$ cat src/rtl/assert_macros.svh
// Assertion macros shared by the median and smoothing filter RTL.
// Each macro expects clk and rst_n to be visible in the including module.
`ifndef ASSERT_MACROS_SVH
`define ASSERT_MACROS_SVH

// Checked on every clock edge outside of reset.
`define M5E_ASSERT(label, prop, msg) \
    label: assert property (@(posedge clk) disable iff (!rst_n) (prop)) else $error(msg);

// Checked on every clock edge, including while reset is asserted.
`define M5E_ASSERT_ALWAYS(label, prop, msg) \
    label: assert property (@(posedge clk) (prop)) else $error(msg);

`endif

$ cat src/rtl/m5e_pkg.sv
// Shared types and constants for the median-of-five filter with moving average.
// No dependencies; every RTL module imports this package.
package m5e_pkg;

    localparam int SAMPLE_BITS = 12;
    localparam int FRAC_BITS   = 10;
    localparam int WEIGHT_BITS = 11;
    localparam int LEVEL_BITS  = SAMPLE_BITS + FRAC_BITS;
    localparam int PROD_BITS   = LEVEL_BITS + WEIGHT_BITS;
    localparam int MW_BITS     = SAMPLE_BITS + WEIGHT_BITS;
    localparam int ACC_BITS    = PROD_BITS + 1;
    localparam int WINDOW      = 5;
    localparam int RANK_BITS   = $clog2(WINDOW);
    localparam int CHANNELS    = 2;

    typedef logic [SAMPLE_BITS-1:0] sample_t;
    typedef logic [WEIGHT_BITS-1:0] weight_t;
    typedef logic [LEVEL_BITS-1:0]  level_t;
    typedef logic [RANK_BITS-1:0]   rank_t;

    localparam rank_t   MEDIAN_RANK  = rank_t'(WINDOW / 2);
    localparam weight_t WEIGHT_ONE   = weight_t'(1024);
    localparam weight_t WEIGHT_RESET = weight_t'(307);

    typedef struct packed {
        sample_t median;
        logic    channel;
        logic    raw_mode;
    } item_t;

endpackage

$ cat src/rtl/median5_ema_sensor_filter_top.sv
// Top level of the median-of-five filter with per-channel moving average; depends on
// m5e_pkg, m5e_rank_lane, m5e_merge, m5e_ema_unit and assert_macros.svh. The block takes
// one window of five samples per cycle while sample_stall is low and passes it through the
// first stage, the smoothing stage and the output register that drives result_valid, with
// one result per cycle sustained while result_stall is low; that rate is set by the single
// multiply-add in the smoothing stage, which closes on the channel's level register each
// cycle. Five comparison lanes rank the samples and a merge stage picks the median. The
// weight register saturates at 1024 on write and should only be written while the block
// holds no transaction in flight.
`include "assert_macros.svh"

module median5_ema_sensor_filter_top (
    input  logic              clk,
    input  logic              rst_n,
    input  logic              cfg_valid,
    output logic              cfg_ready,
    input  m5e_pkg::weight_t  new_sample_weight,
    input  logic              sample_valid,
    output logic              sample_stall,
    input  m5e_pkg::sample_t  sample_first,
    input  m5e_pkg::sample_t  sample_second,
    input  m5e_pkg::sample_t  sample_third,
    input  m5e_pkg::sample_t  sample_fourth,
    input  m5e_pkg::sample_t  sample_fifth,
    input  logic              channel,
    input  logic              raw_mode,
    output logic              result_valid,
    input  logic              result_stall,
    output m5e_pkg::sample_t  filtered_value
);
    import m5e_pkg::*;

    weight_t              weight_reg;
    weight_t              weight_next;
    logic                 s1_valid_reg;
    logic                 s1_valid_next;
    item_t                s1_item_reg;
    item_t                s1_item_next;

    sample_t              samples [WINDOW];
    sample_t              lane_others [WINDOW][WINDOW-1];
    logic [WINDOW-2:0]    lane_earlier [WINDOW];
    logic [WINDOW-1:0]    lane_hit;
    sample_t              median;
    logic                 item_stall;
    logic                 s1_free;

    assign cfg_ready = 1'b1;

    assign samples[0] = sample_first;
    assign samples[1] = sample_second;
    assign samples[2] = sample_third;
    assign samples[3] = sample_fourth;
    assign samples[4] = sample_fifth;

    for (genvar gi = 0; gi < WINDOW; gi++)
    begin : g_lane
        for (genvar gk = 0; gk < WINDOW - 1; gk++)
        begin : g_other
            assign lane_others[gi][gk]  = samples[(gk < gi) ? gk : gk + 1];
            assign lane_earlier[gi][gk] = (gk < gi) ? 1'b1 : 1'b0;
        end

        m5e_rank_lane u_lane (
            .own       (samples[gi]),
            .others    (lane_others[gi]),
            .earlier   (lane_earlier[gi]),
            .is_median (lane_hit[gi])
        );
    end

    m5e_merge u_merge (
        .samples (samples),
        .hit     (lane_hit),
        .median  (median)
    );

    assign s1_free      = !s1_valid_reg || !item_stall;
    assign sample_stall = !s1_free;

    always_comb
    begin
        weight_next = weight_reg;
        if (cfg_valid && cfg_ready)
        begin
            weight_next = (new_sample_weight > WEIGHT_ONE) ? WEIGHT_ONE : new_sample_weight;
        end
        s1_valid_next         = s1_free ? sample_valid : s1_valid_reg;
        s1_item_next.median   = median;
        s1_item_next.channel  = channel;
        s1_item_next.raw_mode = raw_mode;
    end

    always_ff @(posedge clk or negedge rst_n)
    begin
        if (!rst_n)
        begin
            weight_reg   <= WEIGHT_RESET;
            s1_valid_reg <= 1'b0;
        end
        else
        begin
            weight_reg   <= weight_next;
            s1_valid_reg <= s1_valid_next;
        end
    end

    always_ff @(posedge clk)
    begin
        if (s1_free && sample_valid)
        begin
            s1_item_reg <= s1_item_next;
        end
    end

    m5e_ema_unit u_ema (
        .clk            (clk),
        .rst_n          (rst_n),
        .weight         (weight_reg),
        .item_valid     (s1_valid_reg),
        .item           (s1_item_reg),
        .item_stall     (item_stall),
        .result_valid   (result_valid),
        .result_stall   (result_stall),
        .filtered_value (filtered_value)
    );

    `M5E_ASSERT(a_one_median, $onehot(lane_hit), "median select is not one-hot")
    `M5E_ASSERT(a_s1_hold, (s1_valid_reg && item_stall) |=> (s1_valid_reg && $stable(s1_item_reg)), "first stage lost a waiting transaction")
    `M5E_ASSERT(a_weight_range, weight_reg <= WEIGHT_ONE, "weight register above full scale")

endmodule

$ cat src/rtl/m5e_rank_lane.sv
// One comparison lane: ranks its own sample against the other four of the window.
// Depends on m5e_pkg. Ties are broken by window position so the ranks form a permutation.
module m5e_rank_lane (
    input  m5e_pkg::sample_t                      own,
    input  m5e_pkg::sample_t                      others [m5e_pkg::WINDOW-1],
    input  logic [m5e_pkg::WINDOW-2:0]            earlier,
    output logic                                  is_median
);
    import m5e_pkg::*;

    rank_t rank;

    always_comb
    begin
        rank = '0;
        for (int k = 0; k < WINDOW - 1; k++)
        begin
            if (earlier[k] ? (others[k] <= own) : (others[k] < own))
            begin
                rank = rank + rank_t'(1);
            end
        end
    end

    assign is_median = (rank == MEDIAN_RANK);

endmodule

$ cat src/rtl/m5e_merge.sv
// Merging stage: picks the sample whose lane reports the middle rank.
// Depends on m5e_pkg; the select is one-hot by construction of the lanes.
module m5e_merge (
    input  m5e_pkg::sample_t               samples [m5e_pkg::WINDOW],
    input  logic [m5e_pkg::WINDOW-1:0]     hit,
    output m5e_pkg::sample_t               median
);
    import m5e_pkg::*;

    always_comb
    begin
        median = '0;
        for (int i = 0; i < WINDOW; i++)
        begin
            median = median | (samples[i] & {SAMPLE_BITS{hit[i]}});
        end
    end

endmodule

$ cat src/rtl/m5e_ema_unit.sv
// Smoothing pipeline: weight multiply, per-channel moving-average update and output register.
// Depends on m5e_pkg and assert_macros.svh.
`include "assert_macros.svh"

module m5e_ema_unit (
    input  logic              clk,
    input  logic              rst_n,
    input  m5e_pkg::weight_t  weight,
    input  logic              item_valid,
    input  m5e_pkg::item_t    item,
    output logic              item_stall,
    output logic              result_valid,
    input  logic              result_stall,
    output m5e_pkg::sample_t  filtered_value
);
    import m5e_pkg::*;

    logic                 s2_valid_reg;
    logic                 s2_valid_next;
    item_t                s2_item_reg;
    logic [MW_BITS-1:0]   s2_mw_reg;
    logic                 out_valid_reg;
    logic                 out_valid_next;
    sample_t              filtered_reg;
    sample_t              filtered_next;
    level_t               level_reg [CHANNELS];
    level_t               level_next;

    logic                 out_free;
    logic                 s2_free;
    logic                 commit;
    weight_t              inv_weight;
    logic [PROD_BITS-1:0] prod;
    logic [ACC_BITS-1:0]  acc;

    assign out_free   = !out_valid_reg || !result_stall;
    assign s2_free    = !s2_valid_reg || out_free;
    assign item_stall = !s2_free;
    assign commit     = s2_valid_reg && out_free && !s2_item_reg.raw_mode;

    assign inv_weight = WEIGHT_ONE - weight;
    assign prod       = PROD_BITS'(level_reg[s2_item_reg.channel]) * PROD_BITS'(inv_weight);
    assign acc        = ACC_BITS'(prod) + (ACC_BITS'(s2_mw_reg) << FRAC_BITS);
    assign level_next = acc[FRAC_BITS +: LEVEL_BITS];

    always_comb
    begin
        s2_valid_next  = s2_free ? item_valid : s2_valid_reg;
        out_valid_next = out_free ? s2_valid_reg : out_valid_reg;
        if (s2_item_reg.raw_mode)
        begin
            filtered_next = s2_item_reg.median;
        end
        else
        begin
            filtered_next = level_next[FRAC_BITS +: SAMPLE_BITS];
        end
    end

    always_ff @(posedge clk or negedge rst_n)
    begin
        if (!rst_n)
        begin
            s2_valid_reg  <= 1'b0;
            out_valid_reg <= 1'b0;
            level_reg[0]  <= '0;
            level_reg[1]  <= '0;
        end
        else
        begin
            s2_valid_reg  <= s2_valid_next;
            out_valid_reg <= out_valid_next;
            if (commit)
            begin
                level_reg[s2_item_reg.channel] <= level_next;
            end
        end
    end

    always_ff @(posedge clk)
    begin
        if (s2_free && item_valid)
        begin
            s2_item_reg <= item;
            s2_mw_reg   <= MW_BITS'(item.median) * MW_BITS'(weight);
        end
        if (out_free && s2_valid_reg)
        begin
            filtered_reg <= filtered_next;
        end
    end

    assign result_valid   = out_valid_reg;
    assign filtered_value = filtered_reg;

    `M5E_ASSERT(a_level0_hold, !(commit && !s2_item_reg.channel) |=> $stable(level_reg[0]), "channel 0 level changed without a smoothing transaction")
    `M5E_ASSERT(a_raw_passthru, (s2_valid_reg && out_free && s2_item_reg.raw_mode) |=> (filtered_reg == $past(s2_item_reg.median)), "raw transaction did not return its median")
    `M5E_ASSERT(a_out_from_level, commit |=> (filtered_reg == level_reg[$past(s2_item_reg.channel)][FRAC_BITS +: SAMPLE_BITS]), "smoothed output differs from stored level")

endmodule

$ cat config.mk
export PLATFORM = sky130hd
export DESIGN_NAME = median5_ema_sensor_filter_top
export DESIGN_NICKNAME = d
export VERILOG_FILES = /design/src/rtl/m5e_pkg.sv /design/src/rtl/median5_ema_sensor_filter_top.sv /design/src/rtl/m5e_rank_lane.sv /design/src/rtl/m5e_merge.sv /design/src/rtl/m5e_ema_unit.sv
export VERILOG_INCLUDE_DIRS = /design/src /design/src/rtl
export SDC_FILE = /design/constraint.sdc
export NUM_CORES = 1
export LEC_CHECK = 0
export ABC_AREA = 1
export BUFFER_PORTS_ARGS = -buffer_cell sky130_fd_sc_hd__buf_2
export CORE_UTILIZATION = 61
export DETAILED_ROUTE_END_ITERATION = 8
export PLACE_DENSITY = 0.78
export RECOVER_POWER = 100
export SLEW_MARGIN = 20
export SYNTH_ARGS = -nofsm -noshare
export SYNTH_HDL_FRONTEND = slang
export SYNTH_HIERARCHICAL = 1
export SYNTH_SLANG_ARGS = --single-unit
$ cat constraint.sdc
create_clock -name clk -period 12.5 [get_ports clk]
set_input_delay 3.75 -clock clk [delete_from_list [all_inputs] [get_ports clk]]
set_output_delay 3.75 -clock clk [all_outputs]
set_load 0.005 [all_outputs]
==> flow_summary.toml, run 1 <==
[timing]
finalCritPeriodShare = 0.6994
drv_slew = 96
rsz0062_at_grt = "false"
hold_violations = 0
worstMarginPinSlew_ns = 3.733
maxSlewHeadroom = -1.489
finalCriticalPeriod_ns = 8.742
setup_viol = 0
fin_setup_tns_ns = 0
fmax_ghz = 0.1144
fin_skew_ns = 0.01685

[clock_network]
cts.htree.levels = 4
root_buffer = "clkbuf_16"
numCtsBuffers = 17
clkSlewWorstSetupHoldPaths_ns = 0.06
hold_buffers = 0
clockBufferDepth = 2
insertion_delay_ns = 0.45
cts_resized = 0
cts_tree = "built"
cts.sinks = 120
post-cts-setup-buffer-count = 0

[floorplan]
initial_core_util = 0.6239
dieHeight_um = 204.5
core_area_um2 = 40100
die_w_um = 204.5
dieArea_um2 = 41820
rows = 73
io_pins = 93

[setup_path]
crit_path_end_kind = "flip-flop"
r2r-start = "weight_reg[0]"
cp.arrival_ns = 9.05
cp-startpoint = "weight_reg[0]"
critPathMaxFanout = 27
critPathKind = "reg2reg"
startpoint_type = "flip-flop"
required_ns = 12.80

[placed_design]
place_area_um2 = 25980
dp_hpwl_um = 59250
dp_cells = 3960
gp_congestion = 0.9679
io_buffers = 91

[status]
outcome = "complete, but fails checks"
violations = "max-capacitance violations, max-slew violations"

[logic_synthesis]
synth_cell_types = 48
ys_ff_latch = 120
ys_seq_area_frac = 0.1327
yosys_warnings = 6
synth_edf_count = 62
postSynthAreaPerCell_um2 = 7.404
synth_area_um2 = 25020
ys.flop_type = "edfxtp_1"
netlist_instances = 3379
async_reset_ff_frac = 0.4833

[layout]
final_area_um2 = 26530
num_antenna_cells = 0
layoutNonFillerInstCount = 3992
fin_util = 0.6616
nNetsFinal = 4199
final_layout_size_suffix_gt1_frac = 0.07009
largest_register_ffs = 44
fillers = 3493
area_delta_synth_final_pct = 6.042

[global_route]
grt_use_total = 0.3529
antenna_found_initial = 0
first_global_vias = 22795
grt_pass1_wl_um = 113100
grt-ovfl-total = 0
grt_max_degree = 59

[job]
drv_cap = 2

[drt]
vias = 22328
drtIter0Drc = 1762
routed_wl_um = 71540
via_per_inst = 5.593
drc = 0
ant_nets = 0
drtPass1Iterations = 7
wl_per_cell_um = 17.92

[hold_path]
worstHoldStart = "s1_item_reg[1]"
hp-class = "reg2reg"
[worst paths after layout]
kind,endpoint,slack [ns],cells past startpoint
hold / removal,u_ema/s2_item_reg[1],0.43,0
max in group asynchronous,weight_reg[2],5.68,2
min in group asynchronous,u_ema/level_reg[2],4.70,2
setup / recovery,u_ema/filtered_value[11],3.76,26
hold reg to reg,u_ema/s2_item_reg[1],0.43,0
setup reg to reg,u_ema/filtered_value[11],3.76,26
[routing by layer]
| layer | global-route usage | part of all wire | vias to the layer above |
|---|---|---|---|
| met5 | 0 | 0 | - |
| met4 | 0.1810 | 0.050 | 0 |
| met3 | 0.05138 | 0.072 | 203 |
| met2 | 0.6109 | 0.48 | 949 |
| met1 | 0.4260 | 0.40 | 10718 |
| li1 | - | - | 10458 |
[cell families after synthesis]
family,synth area share
buf+inv,0.1285
simple gates,0.2484
compound gates,0.05982
other cells,0.0003002
flops,0.1327
fa+ha+maj,0.4194
xor+xnor,0.01080
[cell usage in the layout (no fill, tap or decap), types with 6 or more instances in the layout]
cell	n
nand3b_1	7
buf_4	7
a21oi_1	143
conb_1	21
nor3_1	15
edfxtp_1	62
inv_2	13
fa_1	286
o21bai_1	11
xor2_1	16
clkbuf_16	17
nor2_4	17
buf_2	81
dfrtp_1	53
nand2_1	945
o21a_1	6
o21ai_1	10
ha_1	381
nand4_1	24
nand2_2	31
inv_1	760
nor2_2	14
clkbuf_1	15
nand3_1	125
nand3_2	11
xnor2_1	13
nor2_1	229
o21ai_0	73
or2_2	14
[stage by stage]
stage	hold slack [ns]	worst slack [ns]
after floorplan	0.4003	4.703
after global placement	0.4016	4.279
after detailed placement	0.4152	4.297
after CTS	0.4296	4.296
after global routing	0.4439	3.348
final	0.4287	3.758
[synth_stat cells (2+ instances only)]
| cell | count | area (um^2) |
|---|---|---|
| a21o_1 | 4 | 30.03 |
| a21o_2 | 5 | 43.79 |
| a21oi_1 | 146 | 730.7 |
| and2_1 | 3 | 18.77 |
| buf_2 | 14 | 70.07 |
| buf_6 | 6 | 67.56 |
| clkbuf_1 | 43 | 161.4 |
| conb_1 | 2 | 7.510 |
| dfrtp_1 | 53 | 1326 |
| dfstp_2 | 5 | 131.4 |
| edfxtp_1 | 62 | 1862 |
| fa_1 | 286 | 5725 |
| ha_1 | 381 | 4767 |
| inv_1 | 760 | 2853 |
| inv_2 | 13 | 48.80 |
| nand2_1 | 944 | 3543 |
| nand2_2 | 32 | 200.2 |
| nand3_1 | 125 | 625.6 |
| nand3_2 | 11 | 110.1 |
| nand3b_1 | 7 | 52.55 |
| nand4_1 | 24 | 150.1 |
| nand4_2 | 5 | 62.56 |
| nand4_4 | 5 | 106.4 |
| nor2_1 | 229 | 859.6 |
| nor2_2 | 13 | 81.33 |
| nor2_4 | 18 | 202.7 |
| nor3_1 | 15 | 75.07 |
| nor4_1 | 4 | 25.02 |
| o2111a_1 | 5 | 56.30 |
| o2111ai_1 | 5 | 43.79 |
| o21a_1 | 6 | 45.04 |
| o21ai_0 | 71 | 355.3 |
| o21ai_1 | 12 | 60.06 |
| o21bai_1 | 11 | 82.58 |
| or2_2 | 14 | 87.58 |
| xnor2_1 | 13 | 113.9 |
| xor2_1 | 16 | 140.1 |
[layout make-up]
class,instances,area [um^2],share of cell area
Clock inverter,14,150.1,0.005660
Clock buffer,18,429.2,0.01618
Timing Repair Buffer,102,510.5,0.01924
Tap cell,525,656.9,0.02476
Inverter,774,2905,0.1095
Multi-Input combinational cell,2439,18560,0.6995
Sequential cell,120,3319,0.1251
[worst max-delay path: stages (launching register included)]
cell and delay, ns:
dfstp_2 0.51, clkbuf_1 0.97, inv_1 0.63, ha_1 0.43, inv_1 0.10, nor2_1 0.08, nand2_1 0.13, nand2_1 0.41
inv_1 0.47, nand2_1 0.13, fa_1 0.59, fa_1 0.46, fa_1 0.54, fa_1 0.55, fa_1 0.58, inv_1 0.05
ha_1 0.34, nand2_1 0.17, nor2_1 0.18, nand2_1 0.07, inv_1 0.20, nand2_1 0.10, nor2_1 0.35, nor2_1 0.14
nand2_1 0.13, nand3_1 0.16, nand2_1 0.11
Power of run 1 is not shown: default switching activity piles up to over one toggle a cycle in this logic, so the estimate is an artifact.
==> inputs of run 2 (changes only) <==
==> constraint.sdc (replaced) <==
create_clock -name clk -period 9 [get_ports clk]
set_input_delay 2.7 -clock clk [delete_from_list [all_inputs] [get_ports clk]]
set_output_delay 2.7 -clock clk [all_outputs]
set_load 0.005 [all_outputs]
==> flow_summary.toml, run 2 (synthesis gave the netlist of run 1 again) <==
[status]
outcome = "complete, but fails checks"
violations = "max-capacitance violations, max-slew violations"

[timing]
fin_skew_ns = 0.009949
rsz0062_at_grt = "false"
drv_slew = 96
whs_ns = 0.4216
setup_viol = 0
finalCritPeriodShare = 0.8791
maxSlewHeadroom = -1.595
finalCriticalPeriod_ns = 7.912
fin_setup_tns_ns = 0
worstMarginPinSlew_ns = 3.893
fmax_ghz = 0.1264
hold_violations = 0

[global_route]
grt_use_total = 0.3761
grt_max_degree = 59
grt-ovfl-total = 0
first_global_vias = 23339
antenna_found_initial = 1
grt_pass1_wl_um = 120000

[floorplan]
dieHeight_um = 204.5
die_w_um = 204.5
initial_core_util = 0.6239
core_area_um2 = 40100
io_pins = 93
dieArea_um2 = 41820
rows = 73

[clock_network]
numCtsBuffers = 17
hold_buffers = 0
clockBufferDepth = 2
root_buffer = "clkbuf_16"
insertion_delay_ns = 0.45
cts_tree = "built"
clkSlewWorstSetupHoldPaths_ns = 0.05
cts_resized = 0
post-cts-setup-buffer-count = 0
cts.htree.levels = 4
cts.sinks = 120

[drt]
drc = 0
via_per_inst = 5.602
ant_nets = 0
drtPass1Iterations = 8
drtIter0Drc = 1600
wl_per_cell_um = 18.86
vias = 22397
routed_wl_um = 75390

[setup_path]
path_common_cell = "fa_1"
cp.arrival_ns = 8.11
crit_path_end_kind = "flip-flop"
critPathTopFamily = "adder cells"
startpoint_type = "flip-flop"
path_buf_inv = 5
crit_chain = "inv_1 -> nand4_1 -> or2_0 -> o21ai_0 -> nand2_1 -> clkbuf_1 -> nor2_1 -> fa_1 -> fa_1 -> fa_1 -> fa_1 -> inv_1 -> fa_1 -> inv_1 -> ha_1 -> nand2_1 -> nor2_1 -> inv_1 -> nor3_1 -> nand3_1 -> nand3_1 -> nand2_1 -> nand3_1 -> nand2_1"
critPathMaxFanout = 27
slowest_stage = "dfstp_2"
critPathKind = "reg2reg"
required_ns = 9.20
max_stage_delay_ns = 0.87

[layout]
num_antenna_cells = 0
mostFrequentLayoutCells = "nand2_1, inv_1, ha_1"
final_layout_size_suffix_gt1_frac = 0.06853
largest_register_ffs = 44
layoutNonFillerInstCount = 3998
final_common_cell = "nand2_1"
nNetsFinal = 4205
fin_util = 0.6619
area_delta_synth_final_pct = 6.097

[placed_design]
io_buffers = 91
dp_cells = 3966
dp_hpwl_um = 62850
gp_congestion = 1.052

[job]
drv_cap = 2

[hold_path]
hp-class = "reg2reg"
run 2: cell count changes in the layout (fill, tap and decap cells not counted), moves of 2 or more:
| cell | before | now |
|---|---|---|
| clkbuf_1 | 15 | 22 |
| clkinv_4 | 3 | 1 |
| clkinvlp_4 | 5 | 1 |
| buf_2 | 81 | 78 |
| clkinv_1 | 2 | 7 |
| inv_6 | 2 | 0 |
| buf_4 | 7 | 11 |
run 2: through the flow:
step	setup slack (ns)	instance area [um^2]
detailed placement	1.361	26030
finish	1.088	26540
CTS	1.366	26570
global route	0.6258	26540
global placement	1.546	26020
floorplan	2.738	25090
run 2: worst register-to-register path, cell delays in order (launching register included):
cell and delay (ns):
dfstp_2 0.87, inv_1 0.42, nand4_1 0.25, or2_0 0.21, o21ai_0 0.10, nand2_1 0.34, clkbuf_1 0.59, nor2_1 0.14
fa_1 0.52, fa_1 0.52, fa_1 0.51, fa_1 0.54, inv_1 0.05, fa_1 0.53, inv_1 0.04, ha_1 0.37
nand2_1 0.15, nor2_1 0.20, inv_1 0.12, nor3_1 0.38, nand3_1 0.31, nand3_1 0.15, nand2_1 0.13, nand3_1 0.14
nand2_1 0.07
run 2: area by class of cell:
class / count / area, um^2
Multi-Input combinational cell: 2439 / 18570
Tap cell: 525 / 656.9
Sequential cell: 120 / 3319
Timing Repair Buffer: 108 / 544.3
Fill cell: 3541 / 13560
Inverter: 774 / 2905
Clock buffer: 20 / 436.7
Clock inverter: 12 / 108.9
run 2: layer usage:
metal | track usage | wire [um] | vias to the layer above | share of wire
met1 | 0.4609 | 29800 | 10727 | 0.40
met5 | 0 | 11 | - | 0.00015
met2 | 0.6375 | 35520 | 968 | 0.47
met4 | 0.2106 | 4573 | 2 | 0.061
met3 | 0.05122 | 5483 | 236 | 0.073
li1 | - | - | 10464 | -
run 2: final timing paths:
kind / startpoint / endpoint / slack (ns) / cells after the start
setup / recovery: weight_reg[0] / u_ema/filtered_value[4] / 1.09 / 24
hold / removal: s1_item_reg[1] / u_ema/s2_item_reg[1] / 0.42 / 0
setup reg to reg: weight_reg[0] / u_ema/filtered_value[4] / 1.09 / 24
hold reg to reg: s1_item_reg[1] / u_ema/s2_item_reg[1] / 0.42 / 0
max in group asynchronous: rst_n / weight_reg[9] / 3.10 / 2
min in group asynchronous: rst_n / u_ema/level_reg[24] / 3.71 / 2
Power of run 2 is left out for the same reason.
==> inputs of run 3 (changes only) <==
--- a/config.mk
+++ b/config.mk
@@ -15,5 +15,4 @@
 export SLEW_MARGIN = 20
 export SYNTH_ARGS = -nofsm -noshare
 export SYNTH_HDL_FRONTEND = slang
-export SYNTH_HIERARCHICAL = 1
 export SYNTH_SLANG_ARGS = --single-unit
==> flow_summary.toml, run 3 <==
[status]
outcome = "complete, but fails checks"
violations = "max-capacitance violations, max-slew violations"

[layout]
num_antenna_cells = 0
final_common_cell = "nand2_1"
final_layout_size_suffix_gt1_frac = 0.05814
final_area_um2 = 22780
mostFrequentLayoutCells = "nand2_1, inv_1, fa_1"
fin_util = 0.6595
nNetsFinal = 3467
layoutNonFillerInstCount = 3310
largest_register_ffs = 44
area_delta_synth_final_pct = 6.398

[setup_path]
critPathMaxFanout = 26
path_common_cell = "inv_1"
startpoint_type = "flip-flop"
critPathKind = "reg2reg"
reg2reg_slack_ns = 0.90
r2r-start = "weight_reg[0]"
required_ns = 9.23
rr_endpoint = "u_ema.filtered_value[11]"
cp.arrival_ns = 8.33
cp-startpoint = "weight_reg[0]"
max_stage_delay_ns = 1.19
ff2ff_path_depth = 28
crit_path_end_kind = "flip-flop"
slowest_stage = "dfstp_1"

[logic_synthesis]
async_reset_ff_frac = 0.4833
synth_edf_count = 62
synth_area_leaders = "fa_1, ha_1, nand2_1"
netlist_instances = 2786
yosys_warnings = 0
syn_nets = 3411
synth_cell_types = 49
postSynthAreaPerCell_um2 = 7.685
synth_top_area_frac = 0.2674
yosysMostFrequentCell = "nand2_1"
ys_ff_latch = 120
synth_area_leader_cell = "fa_1"
synth_area_um2 = 21410
ys.flop_type = "edfxtp_1"
synth_common_cells = "nand2_1, inv_1, fa_1"
ys_seq_area_frac = 0.1550

[global_route]
grt_util_met2 = 0.5952
grt_use_total = 0.3524
grt_use_met3 = 0.04708
busiest_layer = "met2"
grt_max_degree = 59
grt_util_met1 = 0.4423
antenna_found_initial = 0
grt_pass1_wl_um = 97800
first_global_vias = 19289
grt-ovfl-total = 0

[floorplan]
core_area_um2 = 34540
io_pins = 93
rows = 68
die_w_um = 189.4
dieArea_um2 = 35860
dieHeight_um = 189.4
initial_core_util = 0.6199

[timing]
drv_slew = 96
setup_viol = 0
fin_setup_tns_ns = 0
fin_skew_ns = 0.03247
hold_violations = 0
maxSlewHeadroom = -1.275
rsz0062_at_grt = "false"
finalCritPeriodShare = 0.9002
fmax_ghz = 0.1234
worstMarginPinSlew_ns = 3.413
finalCriticalPeriod_ns = 8.102

[clock_network]
cts.htree.levels = 4
root_buffer = "clkbuf_16"
clockBufferDepth = 2
hold_buffers = 0
cts_resized = 0
cts.sinks = 120
cts_tree = "built"
insertion_delay_ns = 0.47
numCtsBuffers = 17
clkSlewWorstSetupHoldPaths_ns = 0.09
post-cts-setup-buffer-count = 0

[job]
drv_cap = 2

[placed_design]
dp_hpwl_um = 49320
io_buffers = 91
place_area_um2 = 22230
gp_congestion = 0.9971
dp_cells = 3278

[drt]
routed_wl_um = 60330
vias = 18912
wl_per_cell_um = 18.23
via_per_inst = 5.714
drtPass1Iterations = 9
drtIter0Drc = 1576
ant_nets = 0
drc = 0

[hold_path]
hold_depth = 0
hp-class = "reg2reg"
worst_hold_path.endpoint = "u_ema.s2_item_reg[0]"
worstHoldStart = "s1_item_reg[0]"
-- run 3: kinds of logic after synthesis --
group           synth area share
buf+inv                   0.1274
other cells            0.0001751
compound gates           0.06276
fa+ha+maj                 0.4199
simple gates              0.2204
flops                     0.1550
xor+xnor                 0.01432
-- run 3: worst max-delay path, delay by kind of cell (launching register included) --
kind / cells / cell delay [ns]
flip-flops: 1 / 1.19
AO/OA/AOI/OAI: 3 / 0.73
adder cells (fa/ha/maj): 7 / 3.38
buffers and inverters: 7 / 1.28
AND/OR/NAND/NOR: 11 / 1.28
-- run 3: metrics by stage --
stage	setup slack, ns	hold WS [ns]
6_report	0.8980	0.4274
5_1_grt	0.5422	0.4355
4_1_cts	1.536	0.4266
3_5_place_dp	1.570	0.4123
3_3_place_gp	1.833	0.4066
2_1_floorplan	2.660	0.4003
-- run 3: per-layer routing --
metal  vias up  wire (um)  share of wire
li1       8650          -              -
met1      9110      23170           0.38
met2       947      29140           0.48
met5         -          0              0
met4         0       3022          0.050
met3       205       4998          0.083
-- run 3: how the worst max path moves through the flow --
| stage | cells after the start | to | slack, ns |
|---|---|---|---|
| floorplan | 29 | u_ema.filtered_value[11] | 2.66 |
| global placement | 28 | u_ema.filtered_value[11] | 1.83 |
| detailed placement | 28 | u_ema.filtered_value[11] | 1.57 |
| CTS | 28 | u_ema.filtered_value[11] | 1.54 |
| global route | 28 | u_ema.filtered_value[11] | 0.54 |
| finish | 28 | u_ema.filtered_value[11] | 0.90 |
-- run 3: area by class of cell --
class                      count  area (um^2)
clock buffer                  18        450.4
sequential                   120         3319
tap                          455        569.3
inverter                     641         2406
clock inverter                14        136.4
fill                        3007        11760
timing repair buffer         106        536.8
multi-input combinational   1956        15360
Power of run 3 is left out for the same reason.
